`src/rtl/delta_list_timer_queue_defines.svh`:
```
// Assertion macros for the delta list timer queue
`ifndef DELTA_LIST_TIMER_QUEUE_DEFINES_SVH
`define DELTA_LIST_TIMER_QUEUE_DEFINES_SVH
// Implication checked every clock, disabled in reset
`define DLTQ_ASSERT_IMP(label, ante, cons, msg) \
  label: assert property (@(posedge clk) disable iff (!rst_n) (ante) |-> (cons)) \
    else $error(msg);
// Next-cycle implication
`define DLTQ_ASSERT_NXT(label, ante, cons, msg) \
  label: assert property (@(posedge clk) disable iff (!rst_n) (ante) |=> (cons)) \
    else $error(msg);
`endif

```
`src/rtl/dltq_pkg.sv`:
```
// ----------------------------------------------------------------------------
// dltq_pkg
// Types and constants shared by the delta list timer queue.
// ----------------------------------------------------------------------------
package dltq_pkg;
  localparam int DEPTH_DEF        = 16;
  localparam int HANDLE_WIDTH_DEF = 8;
  localparam int TIME_WIDTH_DEF   = 32;
  localparam longint unsigned EMPTY_HEAD = 64'd1000000;

  typedef enum logic [1:0] {
    OP_INSERT = 2'd0,
    OP_CANCEL = 2'd1,
    OP_TICK   = 2'd2,
    OP_CLEAR  = 2'd3
  } opcode_t;

  typedef enum logic [2:0] {
    ST_INSERTED  = 3'd0,
    ST_FULL      = 3'd1,
    ST_CANCELLED = 3'd2,
    ST_NOT_FOUND = 3'd3,
    ST_FIRED     = 3'd4,
    ST_NONE      = 3'd5,
    ST_CLEARED   = 3'd6
  } status_t;

  typedef enum logic [3:0] {
    S_IDLE,
    S_SCAN_RD,   // issue read of entry at scan index
    S_SCAN_CHK,  // examine read data
    S_UP_RD,     // insert: read entry to move up
    S_UP_WR,     // insert: write moved entry
    S_PLACE,     // insert: write new entry
    S_MV_RD,     // cancel/tick: read entry to move down
    S_MV_WR,     // cancel/tick: write moved entry
    S_HEAD_RD,   // read head for result
    S_HEAD_CAP,  // capture head delay
    S_OUT        // load the results
  } state_t;
endpackage

```
`src/rtl/dltq_if.sv`:
```
// ----------------------------------------------------------------------------
// dltq_in_if / dltq_out_if
// Valid/ready channels of the delta list timer queue.
// ----------------------------------------------------------------------------
interface dltq_in_if #(parameter int HW = 8, parameter int TW = 32);
  logic          valid;
  logic          ready;
  logic [1:0]    opcode;
  logic [HW-1:0] event_handle;
  logic [TW-1:0] delay_time;
  logic [TW-1:0] now_time;
  modport source  (output valid, opcode, event_handle, delay_time, now_time, input ready);
  modport sink    (input valid, opcode, event_handle, delay_time, now_time, output ready);
  modport monitor (input valid, ready, opcode, event_handle, delay_time, now_time);
endinterface

interface dltq_out_if #(parameter int HW = 8, parameter int TW = 32);
  logic          valid;
  logic          ready;
  logic [2:0]    status;
  logic [HW-1:0] fired_handle;
  logic [TW-1:0] head_delay;
  logic          last_of_run;
  modport source  (output valid, status, fired_handle, head_delay, last_of_run, input ready);
  modport sink    (input valid, status, fired_handle, head_delay, last_of_run, output ready);
  modport monitor (input valid, ready, status, fired_handle, head_delay, last_of_run);
endinterface

```
`src/rtl/dltq_ram.sv`:
```
// ----------------------------------------------------------------------------
// dltq_ram
// Generic single-port-write, single-port-read RAM with registered read.
// ----------------------------------------------------------------------------
module dltq_ram #(
  parameter int WIDTH = 8,
  parameter int DEPTH = 16
) (
  input  logic                     clk,
  input  logic                     we,
  input  logic [$clog2(DEPTH)-1:0] waddr,
  input  logic [WIDTH-1:0]         wdata,
  input  logic [$clog2(DEPTH)-1:0] raddr,
  output logic [WIDTH-1:0]         rdata
);
  logic [WIDTH-1:0] mem [DEPTH];

  always_ff @(posedge clk) begin
    if (we) begin
      mem[waddr] <= wdata;
    end
    rdata <= mem[raddr];
  end
endmodule

```
`src/rtl/delta_list_timer_queue.sv`:
```
// ----------------------------------------------------------------------------
// delta_list_timer_queue
// Timer queue kept as a delta list in RAM, one operation at a time.
// ----------------------------------------------------------------------------
// Usage:
//   in_ch  : one transaction per operation (insert, cancel, tick, clear).
//   out_ch : one result per insert/cancel/clear; a tick gives one result per
//            fired entry or a single "none fired"; last_of_run marks the end.
// Each entry (relative delay and handle) is one RAM word; a sequencer reads
// it, modifies it and writes it back.
// Each entry scanned passes S_SCAN_RD and S_SCAN_CHK and each entry moved a
// read and a write state; the head is read (S_HEAD_RD, S_HEAD_CAP) before
// S_OUT loads the first result. Clear and a rejected insert go straight to
// the head read. A tick then gives one further result per cycle unless the receiver stalls.
// Throughput: one operation at a time; in_ch.ready is high only in idle,
// which is re-entered at the edge that loads the last result.
// Reset clears the entry count and last tick time; RAM is left as it is.
// A stalled receiver holds the result register and the sequencer waits in
// its output state; no new operation is taken until every result is loaded.
// ----------------------------------------------------------------------------
`include "delta_list_timer_queue_defines.svh"
module delta_list_timer_queue #(
  parameter int DEPTH        = dltq_pkg::DEPTH_DEF,
  parameter int HANDLE_WIDTH = dltq_pkg::HANDLE_WIDTH_DEF,
  parameter int TIME_WIDTH   = dltq_pkg::TIME_WIDTH_DEF
) (
  input logic        clk,
  input logic        rst_n,
  dltq_in_if.sink    in_ch,
  dltq_out_if.source out_ch
);
  localparam int AW = $clog2(DEPTH);
  localparam int CW = $clog2(DEPTH + 1);
  localparam int EW = TIME_WIDTH + HANDLE_WIDTH;
  localparam logic [TIME_WIDTH-1:0] EMPTY_T = TIME_WIDTH'(dltq_pkg::EMPTY_HEAD);
  localparam logic [TIME_WIDTH-1:0] TMAX = '1;

  dltq_pkg::state_t state_r, state_nxt;

  logic [CW-1:0]           count_r;
  logic [TIME_WIDTH-1:0]   last_tick_r;
  dltq_pkg::opcode_t       op_r;
  logic [HANDLE_WIDTH-1:0] hdl_r;
  logic [TIME_WIDTH-1:0]   t_r;      // remaining delay / tick delta
  logic [CW-1:0]           idx_r;    // scan position, then move source
  logic [CW-1:0]           sh_r;     // move destination
  logic                    hit_r;    // insert lands before an entry
  logic                    first_r;  // first move of a cancel
  logic [TIME_WIDTH-1:0]   sv_d_r;   // delay kept from the scan
  logic [HANDLE_WIDTH-1:0] sv_h_r;   // handle kept from the scan
  logic [TIME_WIDTH-1:0]   head_r;

  // fired handles of a tick
  logic [HANDLE_WIDTH-1:0] fbuf_r [DEPTH];
  logic [CW-1:0]           nfire_r;
  logic [CW-1:0]           emit_r;
  dltq_pkg::status_t       st_r;
  dltq_pkg::status_t       st_init;

  // output register
  logic                    ov_r;
  logic [2:0]              ost_r;
  logic [HANDLE_WIDTH-1:0] oh_r;
  logic [TIME_WIDTH-1:0]   od_r;
  logic                    ol_r;

  // RAM port
  logic                    we;
  logic [AW-1:0]           waddr, raddr;
  logic [EW-1:0]           wdata, rdata;
  logic [TIME_WIDTH-1:0]   rd_d;
  logic [HANDLE_WIDTH-1:0] rd_h;

  logic [TIME_WIDTH:0]     csum;
  logic [TIME_WIDTH-1:0]   csum_sat;
  dltq_pkg::opcode_t       in_op;
  logic                    in_acc, out_free, out_load, out_last;
  logic                    scan_end, up_done, mv_done;
  logic                    ins_hit, can_hit, tick_fire, full;
  logic [CW-1:0]           nres;

  dltq_ram #(.WIDTH(EW), .DEPTH(DEPTH)) u_ram (
    .clk(clk), .we(we), .waddr(waddr), .wdata(wdata), .raddr(raddr), .rdata(rdata)
  );
  assign rd_d = rdata[EW-1:HANDLE_WIDTH];
  assign rd_h = rdata[HANDLE_WIDTH-1:0];

  // saturating sum for the successor of a cancelled entry
  assign csum     = {1'b0, rd_d} + {1'b0, sv_d_r};
  assign csum_sat = csum[TIME_WIDTH] ? TMAX : csum[TIME_WIDTH-1:0];

  assign in_ch.ready = (state_r == dltq_pkg::S_IDLE);
  assign out_ch.valid        = ov_r;
  assign out_ch.status       = ost_r;
  assign out_ch.fired_handle = oh_r;
  assign out_ch.head_delay   = od_r;
  assign out_ch.last_of_run  = ol_r;

  assign in_op    = dltq_pkg::opcode_t'(in_ch.opcode);
  assign in_acc   = in_ch.valid && in_ch.ready;
  assign full     = (count_r == CW'(DEPTH));
  assign out_free = !ov_r || out_ch.ready;
  assign out_load = (state_r == dltq_pkg::S_OUT) && out_free;
  assign nres     = (st_r == dltq_pkg::ST_FIRED) ? nfire_r : CW'(1);
  assign out_last = (emit_r + CW'(1) == nres);

  // scan and move conditions
  assign scan_end  = (idx_r >= count_r);
  assign up_done   = (sh_r <= idx_r + CW'(1));
  assign mv_done   = (sh_r >= count_r);
  assign ins_hit   = (t_r < rd_d);
  assign can_hit   = (rd_h == hdl_r);
  assign tick_fire = (rd_d <= t_r);

  // status of a newly accepted operation
  always_comb begin
    unique case (in_op)
      dltq_pkg::OP_INSERT: st_init = full ? dltq_pkg::ST_FULL : dltq_pkg::ST_INSERTED;
      dltq_pkg::OP_CANCEL: st_init = dltq_pkg::ST_NOT_FOUND;
      dltq_pkg::OP_TICK:   st_init = dltq_pkg::ST_NONE;
      default:             st_init = dltq_pkg::ST_CLEARED;
    endcase
  end

  // next state
  always_comb begin
    state_nxt = state_r;
    unique case (state_r)
      dltq_pkg::S_IDLE: begin
        if (in_acc) begin
          unique case (in_op)
            dltq_pkg::OP_INSERT:
              state_nxt = full ? dltq_pkg::S_HEAD_RD : dltq_pkg::S_SCAN_RD;
            dltq_pkg::OP_CLEAR: state_nxt = dltq_pkg::S_HEAD_RD;
            default:            state_nxt = dltq_pkg::S_SCAN_RD;
          endcase
        end
      end
      dltq_pkg::S_SCAN_RD: begin
        if (!scan_end) begin
          state_nxt = dltq_pkg::S_SCAN_CHK;
        end else if (op_r == dltq_pkg::OP_INSERT) begin
          state_nxt = dltq_pkg::S_UP_RD;
        end else begin
          state_nxt = dltq_pkg::S_HEAD_RD;
        end
      end
      dltq_pkg::S_SCAN_CHK: begin
        unique case (op_r)
          dltq_pkg::OP_INSERT:
            state_nxt = ins_hit ? dltq_pkg::S_UP_RD : dltq_pkg::S_SCAN_RD;
          dltq_pkg::OP_CANCEL:
            state_nxt = can_hit ? dltq_pkg::S_MV_RD : dltq_pkg::S_SCAN_RD;
          dltq_pkg::OP_TICK:
            state_nxt = tick_fire ? dltq_pkg::S_SCAN_RD : dltq_pkg::S_MV_RD;
          default: state_nxt = dltq_pkg::S_HEAD_RD;
        endcase
      end
      dltq_pkg::S_UP_RD:    state_nxt = up_done ? dltq_pkg::S_PLACE : dltq_pkg::S_UP_WR;
      dltq_pkg::S_UP_WR:    state_nxt = dltq_pkg::S_UP_RD;
      dltq_pkg::S_PLACE:    state_nxt = dltq_pkg::S_HEAD_RD;
      dltq_pkg::S_MV_RD:    state_nxt = mv_done ? dltq_pkg::S_HEAD_RD : dltq_pkg::S_MV_WR;
      dltq_pkg::S_MV_WR:    state_nxt = dltq_pkg::S_MV_RD;
      dltq_pkg::S_HEAD_RD:  state_nxt = dltq_pkg::S_HEAD_CAP;
      dltq_pkg::S_HEAD_CAP: state_nxt = dltq_pkg::S_OUT;
      dltq_pkg::S_OUT: begin
        if (out_load && out_last) begin
          state_nxt = dltq_pkg::S_IDLE;
        end
      end
      default: state_nxt = dltq_pkg::S_IDLE;
    endcase
  end

  // RAM address and write data
  always_comb begin
    we    = 1'b0;
    waddr = '0;
    wdata = '0;
    raddr = '0;
    unique case (state_r)
      dltq_pkg::S_SCAN_RD: raddr = AW'(idx_r);
      dltq_pkg::S_SCAN_CHK: begin
        // first entry left after a tick becomes the new head
        if (op_r == dltq_pkg::OP_TICK && !tick_fire) begin
          we    = 1'b1;
          waddr = '0;
          wdata = {rd_d - t_r, rd_h};
        end
      end
      dltq_pkg::S_UP_RD: begin
        raddr = AW'(sh_r - CW'(1));
        // successor of the new entry loses the remainder
        if (up_done && hit_r) begin
          we    = 1'b1;
          waddr = AW'(idx_r + CW'(1));
          wdata = {sv_d_r - t_r, sv_h_r};
        end
      end
      dltq_pkg::S_UP_WR: begin
        we    = 1'b1;
        waddr = AW'(sh_r);
        wdata = rdata;
      end
      dltq_pkg::S_PLACE: begin
        we    = 1'b1;
        waddr = AW'(idx_r);
        wdata = {t_r, hdl_r};
      end
      dltq_pkg::S_MV_RD: raddr = AW'(idx_r);
      dltq_pkg::S_MV_WR: begin
        we    = 1'b1;
        waddr = AW'(sh_r);
        wdata = first_r ? {csum_sat, rd_h} : rdata;
      end
      default: ;
    endcase
  end

  // sequencer registers
  always_ff @(posedge clk) begin
    if (!rst_n) begin
      state_r     <= dltq_pkg::S_IDLE;
      count_r     <= '0;
      last_tick_r <= '0;
    end else begin
      state_r <= state_nxt;
      unique case (state_r)
        dltq_pkg::S_IDLE: begin
          if (in_acc) begin
            op_r    <= in_op;
            hdl_r   <= in_ch.event_handle;
            idx_r   <= '0;
            nfire_r <= '0;
            emit_r  <= '0;
            hit_r   <= 1'b0;
            st_r    <= st_init;
            t_r     <= (in_op == dltq_pkg::OP_TICK) ? in_ch.now_time - last_tick_r
                                                     : in_ch.delay_time;
            if (in_op == dltq_pkg::OP_TICK) begin
              last_tick_r <= in_ch.now_time;
            end
            if (in_op == dltq_pkg::OP_CLEAR) begin
              count_r <= '0;
            end
          end
        end
        dltq_pkg::S_SCAN_RD: begin
          if (scan_end) begin
            if (op_r == dltq_pkg::OP_INSERT) begin
              sh_r <= count_r;
            end
            if (op_r == dltq_pkg::OP_TICK) begin
              count_r <= '0;
            end
          end
        end
        dltq_pkg::S_SCAN_CHK: begin
          unique case (op_r)
            dltq_pkg::OP_INSERT: begin
              if (ins_hit) begin
                hit_r  <= 1'b1;
                sv_d_r <= rd_d;
                sv_h_r <= rd_h;
                sh_r   <= count_r;
              end else begin
                t_r   <= t_r - rd_d;
                idx_r <= idx_r + CW'(1);
              end
            end
            dltq_pkg::OP_CANCEL: begin
              idx_r <= idx_r + CW'(1);
              if (can_hit) begin
                sv_d_r  <= rd_d;
                st_r    <= dltq_pkg::ST_CANCELLED;
                count_r <= count_r - CW'(1);
                sh_r    <= idx_r;
                first_r <= 1'b1;
              end
            end
            dltq_pkg::OP_TICK: begin
              idx_r <= idx_r + CW'(1);
              if (tick_fire) begin
                fbuf_r[AW'(nfire_r)] <= rd_h;
                nfire_r              <= nfire_r + CW'(1);
                st_r                 <= dltq_pkg::ST_FIRED;
                t_r                  <= t_r - rd_d;
              end else begin
                // head already written; move the rest down behind it
                count_r <= count_r - idx_r;
                sh_r    <= CW'(1);
                first_r <= 1'b0;
              end
            end
            default: ;
          endcase
        end
        dltq_pkg::S_UP_WR: sh_r <= sh_r - CW'(1);
        dltq_pkg::S_PLACE: count_r <= count_r + CW'(1);
        dltq_pkg::S_MV_WR: begin
          sh_r    <= sh_r + CW'(1);
          idx_r   <= idx_r + CW'(1);
          first_r <= 1'b0;
        end
        dltq_pkg::S_HEAD_CAP: head_r <= (count_r == '0) ? EMPTY_T : rd_d;
        dltq_pkg::S_OUT: begin
          if (out_free) begin
            emit_r <= emit_r + CW'(1);
          end
        end
        default: ;
      endcase
    end
  end

  // result register, held while the receiver stalls
  always_ff @(posedge clk) begin
    if (!rst_n) begin
      ov_r <= 1'b0;
    end else if (out_load) begin
      ov_r  <= 1'b1;
      ost_r <= st_r;
      oh_r  <= (st_r == dltq_pkg::ST_FIRED) ? fbuf_r[AW'(emit_r)] : '0;
      od_r  <= head_r;
      ol_r  <= out_last;
    end else if (out_ch.ready) begin
      ov_r <= 1'b0;
    end
  end

  // Assertions
  `DLTQ_ASSERT_IMP(a_count_range, 1'b1, count_r <= CW'(DEPTH), "entry count beyond depth")
  `DLTQ_ASSERT_IMP(a_busy_ready, state_r != dltq_pkg::S_IDLE, !in_ch.ready, "busy input")
  `DLTQ_ASSERT_NXT(a_out_hold, ov_r && !out_ch.ready, ov_r && $stable(od_r), "result lost")
endmodule

```
`src/flat_wrapper.sv`:
```
// flat-port wrapper written by rule: the top's interface ports become plain ports
module delta_list_timer_queue_flat 
#(
  parameter int DEPTH        = dltq_pkg::DEPTH_DEF,
  parameter int HANDLE_WIDTH = dltq_pkg::HANDLE_WIDTH_DEF,
  parameter int TIME_WIDTH   = dltq_pkg::TIME_WIDTH_DEF
)
  (clk, rst_n, in_ch_valid, in_ch_opcode, in_ch_event_handle, in_ch_delay_time, in_ch_now_time, in_ch_ready, out_ch_valid, out_ch_status, out_ch_fired_handle, out_ch_head_delay, out_ch_last_of_run, out_ch_ready);
  dltq_in_if #(.HW(8), .TW(32)) in_ch_i ();
  dltq_out_if #(.HW(8), .TW(32)) out_ch_i ();
  input logic clk;
  input logic rst_n;
  input wire logic [$bits(in_ch_i.valid)-1:0] in_ch_valid;
  input wire logic [$bits(in_ch_i.opcode)-1:0] in_ch_opcode;
  input wire logic [$bits(in_ch_i.event_handle)-1:0] in_ch_event_handle;
  input wire logic [$bits(in_ch_i.delay_time)-1:0] in_ch_delay_time;
  input wire logic [$bits(in_ch_i.now_time)-1:0] in_ch_now_time;
  output wire logic [$bits(in_ch_i.ready)-1:0] in_ch_ready;
  output wire logic [$bits(out_ch_i.valid)-1:0] out_ch_valid;
  output wire logic [$bits(out_ch_i.status)-1:0] out_ch_status;
  output wire logic [$bits(out_ch_i.fired_handle)-1:0] out_ch_fired_handle;
  output wire logic [$bits(out_ch_i.head_delay)-1:0] out_ch_head_delay;
  output wire logic [$bits(out_ch_i.last_of_run)-1:0] out_ch_last_of_run;
  input wire logic [$bits(out_ch_i.ready)-1:0] out_ch_ready;
  assign in_ch_i.valid = in_ch_valid;
  assign in_ch_i.opcode = in_ch_opcode;
  assign in_ch_i.event_handle = in_ch_event_handle;
  assign in_ch_i.delay_time = in_ch_delay_time;
  assign in_ch_i.now_time = in_ch_now_time;
  assign in_ch_ready = in_ch_i.ready;
  assign out_ch_valid = out_ch_i.valid;
  assign out_ch_status = out_ch_i.status;
  assign out_ch_fired_handle = out_ch_i.fired_handle;
  assign out_ch_head_delay = out_ch_i.head_delay;
  assign out_ch_last_of_run = out_ch_i.last_of_run;
  assign out_ch_i.ready = out_ch_ready;
  delta_list_timer_queue #(.DEPTH(DEPTH), .HANDLE_WIDTH(HANDLE_WIDTH), .TIME_WIDTH(TIME_WIDTH)) u_core (.clk(clk), .rst_n(rst_n), .in_ch(in_ch_i), .out_ch(out_ch_i));
endmodule
```
`config.mk`:
```
export PLATFORM = sky130hd
export DESIGN_NAME = delta_list_timer_queue_flat
export DESIGN_NICKNAME = d
export VERILOG_FILES = /design/src/rtl/dltq_pkg.sv /design/src/rtl/dltq_if.sv /design/src/rtl/dltq_ram.sv /design/src/rtl/delta_list_timer_queue.sv /design/src/flat_wrapper.sv
export VERILOG_INCLUDE_DIRS = /design/src /design/src/rtl
export SDC_FILE = /design/constraint.sdc
export NUM_CORES = 2
export LEC_CHECK = 0
export BUFFER_PORTS_ARGS = -buffer_cell sky130_fd_sc_hd__buf_2
export CAP_MARGIN = 10
export CORE_AREA = 2 2 380 382
export CTS_CLUSTER_DIAMETER = 60
export DETAILED_ROUTE_END_ITERATION = 7
export DIE_AREA = 0 0 382 384
export PLACE_DENSITY_LB_ADDON = 0.1
export SKIP_LAST_GASP = 1
export SLEW_MARGIN = 15
export SYNTH_ARGS = -nofsm -noshare
export SYNTH_HDL_FRONTEND = slang
export SYNTH_SLANG_ARGS = --single-unit
```
`constraint.sdc`:
```
create_clock -name clk -period 8.3 [get_ports clk]
set_clock_uncertainty 0.05 [all_clocks]
set_input_delay 1.66 -clock clk [delete_from_list [all_inputs] [get_ports clk]]
set_output_delay 1.66 -clock clk [all_outputs]
set_load 0.02 [all_outputs]
```
==> results.yml <==
synthesis:
  async_flop_share: 0
  synthXorXnorAreaFrac: 0.0268
  synth_area_sq_um: 49700
  synth_cells: 3598
  synth_simple_gate_area_share: 0.0782
  yosysSeqAreaShare: 0.607
  ys_warn_count: 0
  synth_edf_count: 951
  ys.flop_type: "edfxtp_1"
  synth_top_family_by_area: "compound AO/OA/AOI/OAI gates"
  synthMuxAreaShare: 0.0966
  synth_nets: 3873
  synthAdderAreaFrac: 0.0505
  ys_ff_latch: 1033
  yosysUniqueCellTypes: 86
  synth_compound_area_frac: 0.112
  syn_avg_cell_area_sq_um: 13.8
cells_and_area:
  fin_util: 0.397
  final_common_cell: "edfxtp_1"
  final_nets: 4020
  final_cell_mix: "edfxtp_1 (951), nand2_1 (277), mux4_2 (200)"
  areaGrowthSynthToFinish_pct: 14.1
  fin_area_sq_um: 56700
  final_layout_size_suffix_gt1_frac: 0.169
grt:
  antenna_found_initial: 11
  grt_pass1_vias: 31909
  gr-total-overflow: 0
  grt_pass1_wl_microns: 217000
  grt_max_degree: 90
  grt_usage: 0.200
floorplan:
  initial_core_util: 0.348
  die_h_microns: 384
  core_area_sq_um: 143000
  num_rows: 139
  die-area_sq_um: 147000
  io-pin-count: 124
  die_x_microns: 382
critical_path:
  required_ns: 8.68
  worstRegToRegCells: 11
  reg2reg_slack_ns: 3.29
  critPathArrivalTime_ns: 5.40
  path_class: "reg2reg"
  critPathMaxFanout: 24
  crit_path_end_kind: "flip-flop"
  start_kind: "flip-flop"
power:
  peakVddDrop_mv: 0.175
  switching_share: 0.306
  p_sw_mw: 4.44
  seq_power_share: 0.420
  combPwrFrac: 0.224
  p_per_area_nw_per_um2: 255
  internal_power_mw: 10.0
  clockPowerShare: 0.356
  power_leakage_nw: 18.4
sta:
  fin_tns_setup_ns: 0
  hold_viol: 0
  slew_violations: 0
  slew_headroom: 0.222
  min_period_ns: 5.01
  finalSetupViolCount: 0
  max_freq_mhz: 199
  tightest_slew_ns: 1.16
  rsz0062_at_grt: "no"
  fin_crit_sh: 0.604
  layout_setup_ws_ns: 3.29
place:
  dp_slack_ns: 3.19
  place_hpwl_microns: 97400
  portBuffers: 123
  placed_area_sq_um: 52900
  routabilityCongestion: 0.910
drt:
  vias_per_cell: 5.46
  wl_per_cell_microns: 25.7
  wl_microns: 148000
  dr.first_iter.drc_count: 2728
  vias: 31413
  drc: 0
  drtAntennaViolNets: 0
  firstDrtPassIters: 7
cts:
  clk_pin_slew_ns: 0.06
  post_cts_resized: 0
  cts_htree_levels: 3
  clk_latency_ns: 0.76
  post_cts_buffers: 0
  cts_tree: "yes"
  clockBufferDepth: 3
  cts_buffers: 119
  clock_sinks: 1033
  cts_hold_buf: 0
  clock-root-buffer: "clkbuf_16"
worst_hold_path:
  hp-class: "reg2reg"
  whs_path_depth: 0
outcome:
  outcome: "completed"
flow_run:
  drv_cap: 0
[routing by layer]
layer / global-route usage / part of all wire
met4: 0.0547 / 0.022
met2: 0.315 / 0.46
met5: 0.0143 / 0.0021
met3: 0.0284 / 0.052
met1: 0.286 / 0.47
[kinds of logic after synthesis]
group / after synthesis
buffers and inverters: 358
AOI/OAI and AO/OA: 817
and+or+nand+nor: 811
muxes: 230
DFF: 1033
adders and majority gates: 197
xor gates and xnor gates: 152
[worst max-delay path, stage by stage, from the launching register on]
cell and delay, ns:
dfxtp_1 0.45, inv_1 0.07, ha_1 0.51, nand4_1 0.25
or3_1 0.49, nor4_2 0.34, o211ai_2 0.21, a21o_1 0.23
buf_4 0.27, a311o_1 0.47, nor2_4 0.87, buf_4 0.43
[flip-flops by register name, indices dropped and copies added, names as in the netlist, 3 cells and up]
| register | cells |
|---|---|
| u_core.count_r | 5 |
| u_core.emit_r | 5 |
| u_core.fbuf_r | 128 |
| u_core.hdl_r | 8 |
| u_core.head_r | 32 |
| u_core.idx_r | 5 |
| u_core.last_tick_r | 32 |
| u_core.nfire_r | 5 |
| u_core.out_ch.fired_handle | 8 |
| u_core.out_ch.head_delay | 32 |
| u_core.out_ch.status | 3 |
| u_core.sh_r | 5 |
| u_core.st_r | 3 |
| u_core.state_r | 4 |
| u_core.sv_d_r | 32 |
| u_core.sv_h_r | 8 |
| u_core.t_r | 32 |
| u_core.u_ram.mem | 640 |
| u_core.u_ram.rdata | 40 |
[stage by stage]
stage	power [mW]	std cells	hold slack (ns)
2_1_floorplan	8.37	3598	0.350
6_report	14.5	5754	0.364
4_1_cts	14.6	5751	0.368
3_3_place_gp	9.43	5527	0.352
5_1_grt	15.2	5751	0.371
3_5_place_dp	9.41	5527	0.356
[path summary, 6_finish.rpt]
check / startpoint / to
setup / recovery: u_core.u_ram.rdata[26] / u_core.u_ram.mem[8][20]
hold reg to reg: u_core.head_r[16] / u_core.out_ch.head_delay[16]
setup reg to reg: u_core.u_ram.rdata[26] / u_core.u_ram.mem[8][20]
hold / removal: u_core.head_r[16] / u_core.out_ch.head_delay[16]
[cell type report]
type | instances | area [sq um]
inverter | 176 | 661
tap | 1903 | 2380
clock inverter | 68 | 726
antenna | 3 | 7.51
fill | 13303 | 86000
clock buffer | 156 | 3150
sequential | 1033 | 30200
multi-input combinational | 2207 | 18300
timing repair buffer | 208 | 1280
[power by group through the flow]
stage               registers (mW)  logic [mW]  clock network (mW)
floorplan                     6.12        2.25                   0
global placement              6.18        3.25                   0
detailed placement            6.19        3.21                   0
CTS                           6.08        3.23                5.31
global route                  6.11        3.53                5.52
finish                        6.09        3.24                5.15
[synthesized netlist by cell type, types with 46 or more instances]
library cell | count | area share
clkbuf_1 | 128 | 0.0097
xor2_1 | 50 | 0.0088
mux4_2 | 200 | 0.091
ha_1 | 191 | 0.048
a211oi_1 | 60 | 0.0091
nor2_1 | 181 | 0.014
a31oi_1 | 69 | 0.0087
a21oi_1 | 183 | 0.018
and2_1 | 51 | 0.0064
nand3_1 | 46 | 0.0046
o21ai_0 | 119 | 0.012
xnor2_1 | 102 | 0.018
dfxtp_1 | 82 | 0.033
edfxtp_1 | 951 | 0.57
nand2_1 | 278 | 0.021
a21o_1 | 71 | 0.011
inv_1 | 175 | 0.013
No activity file was read; power rests on OpenSTA's default activity.
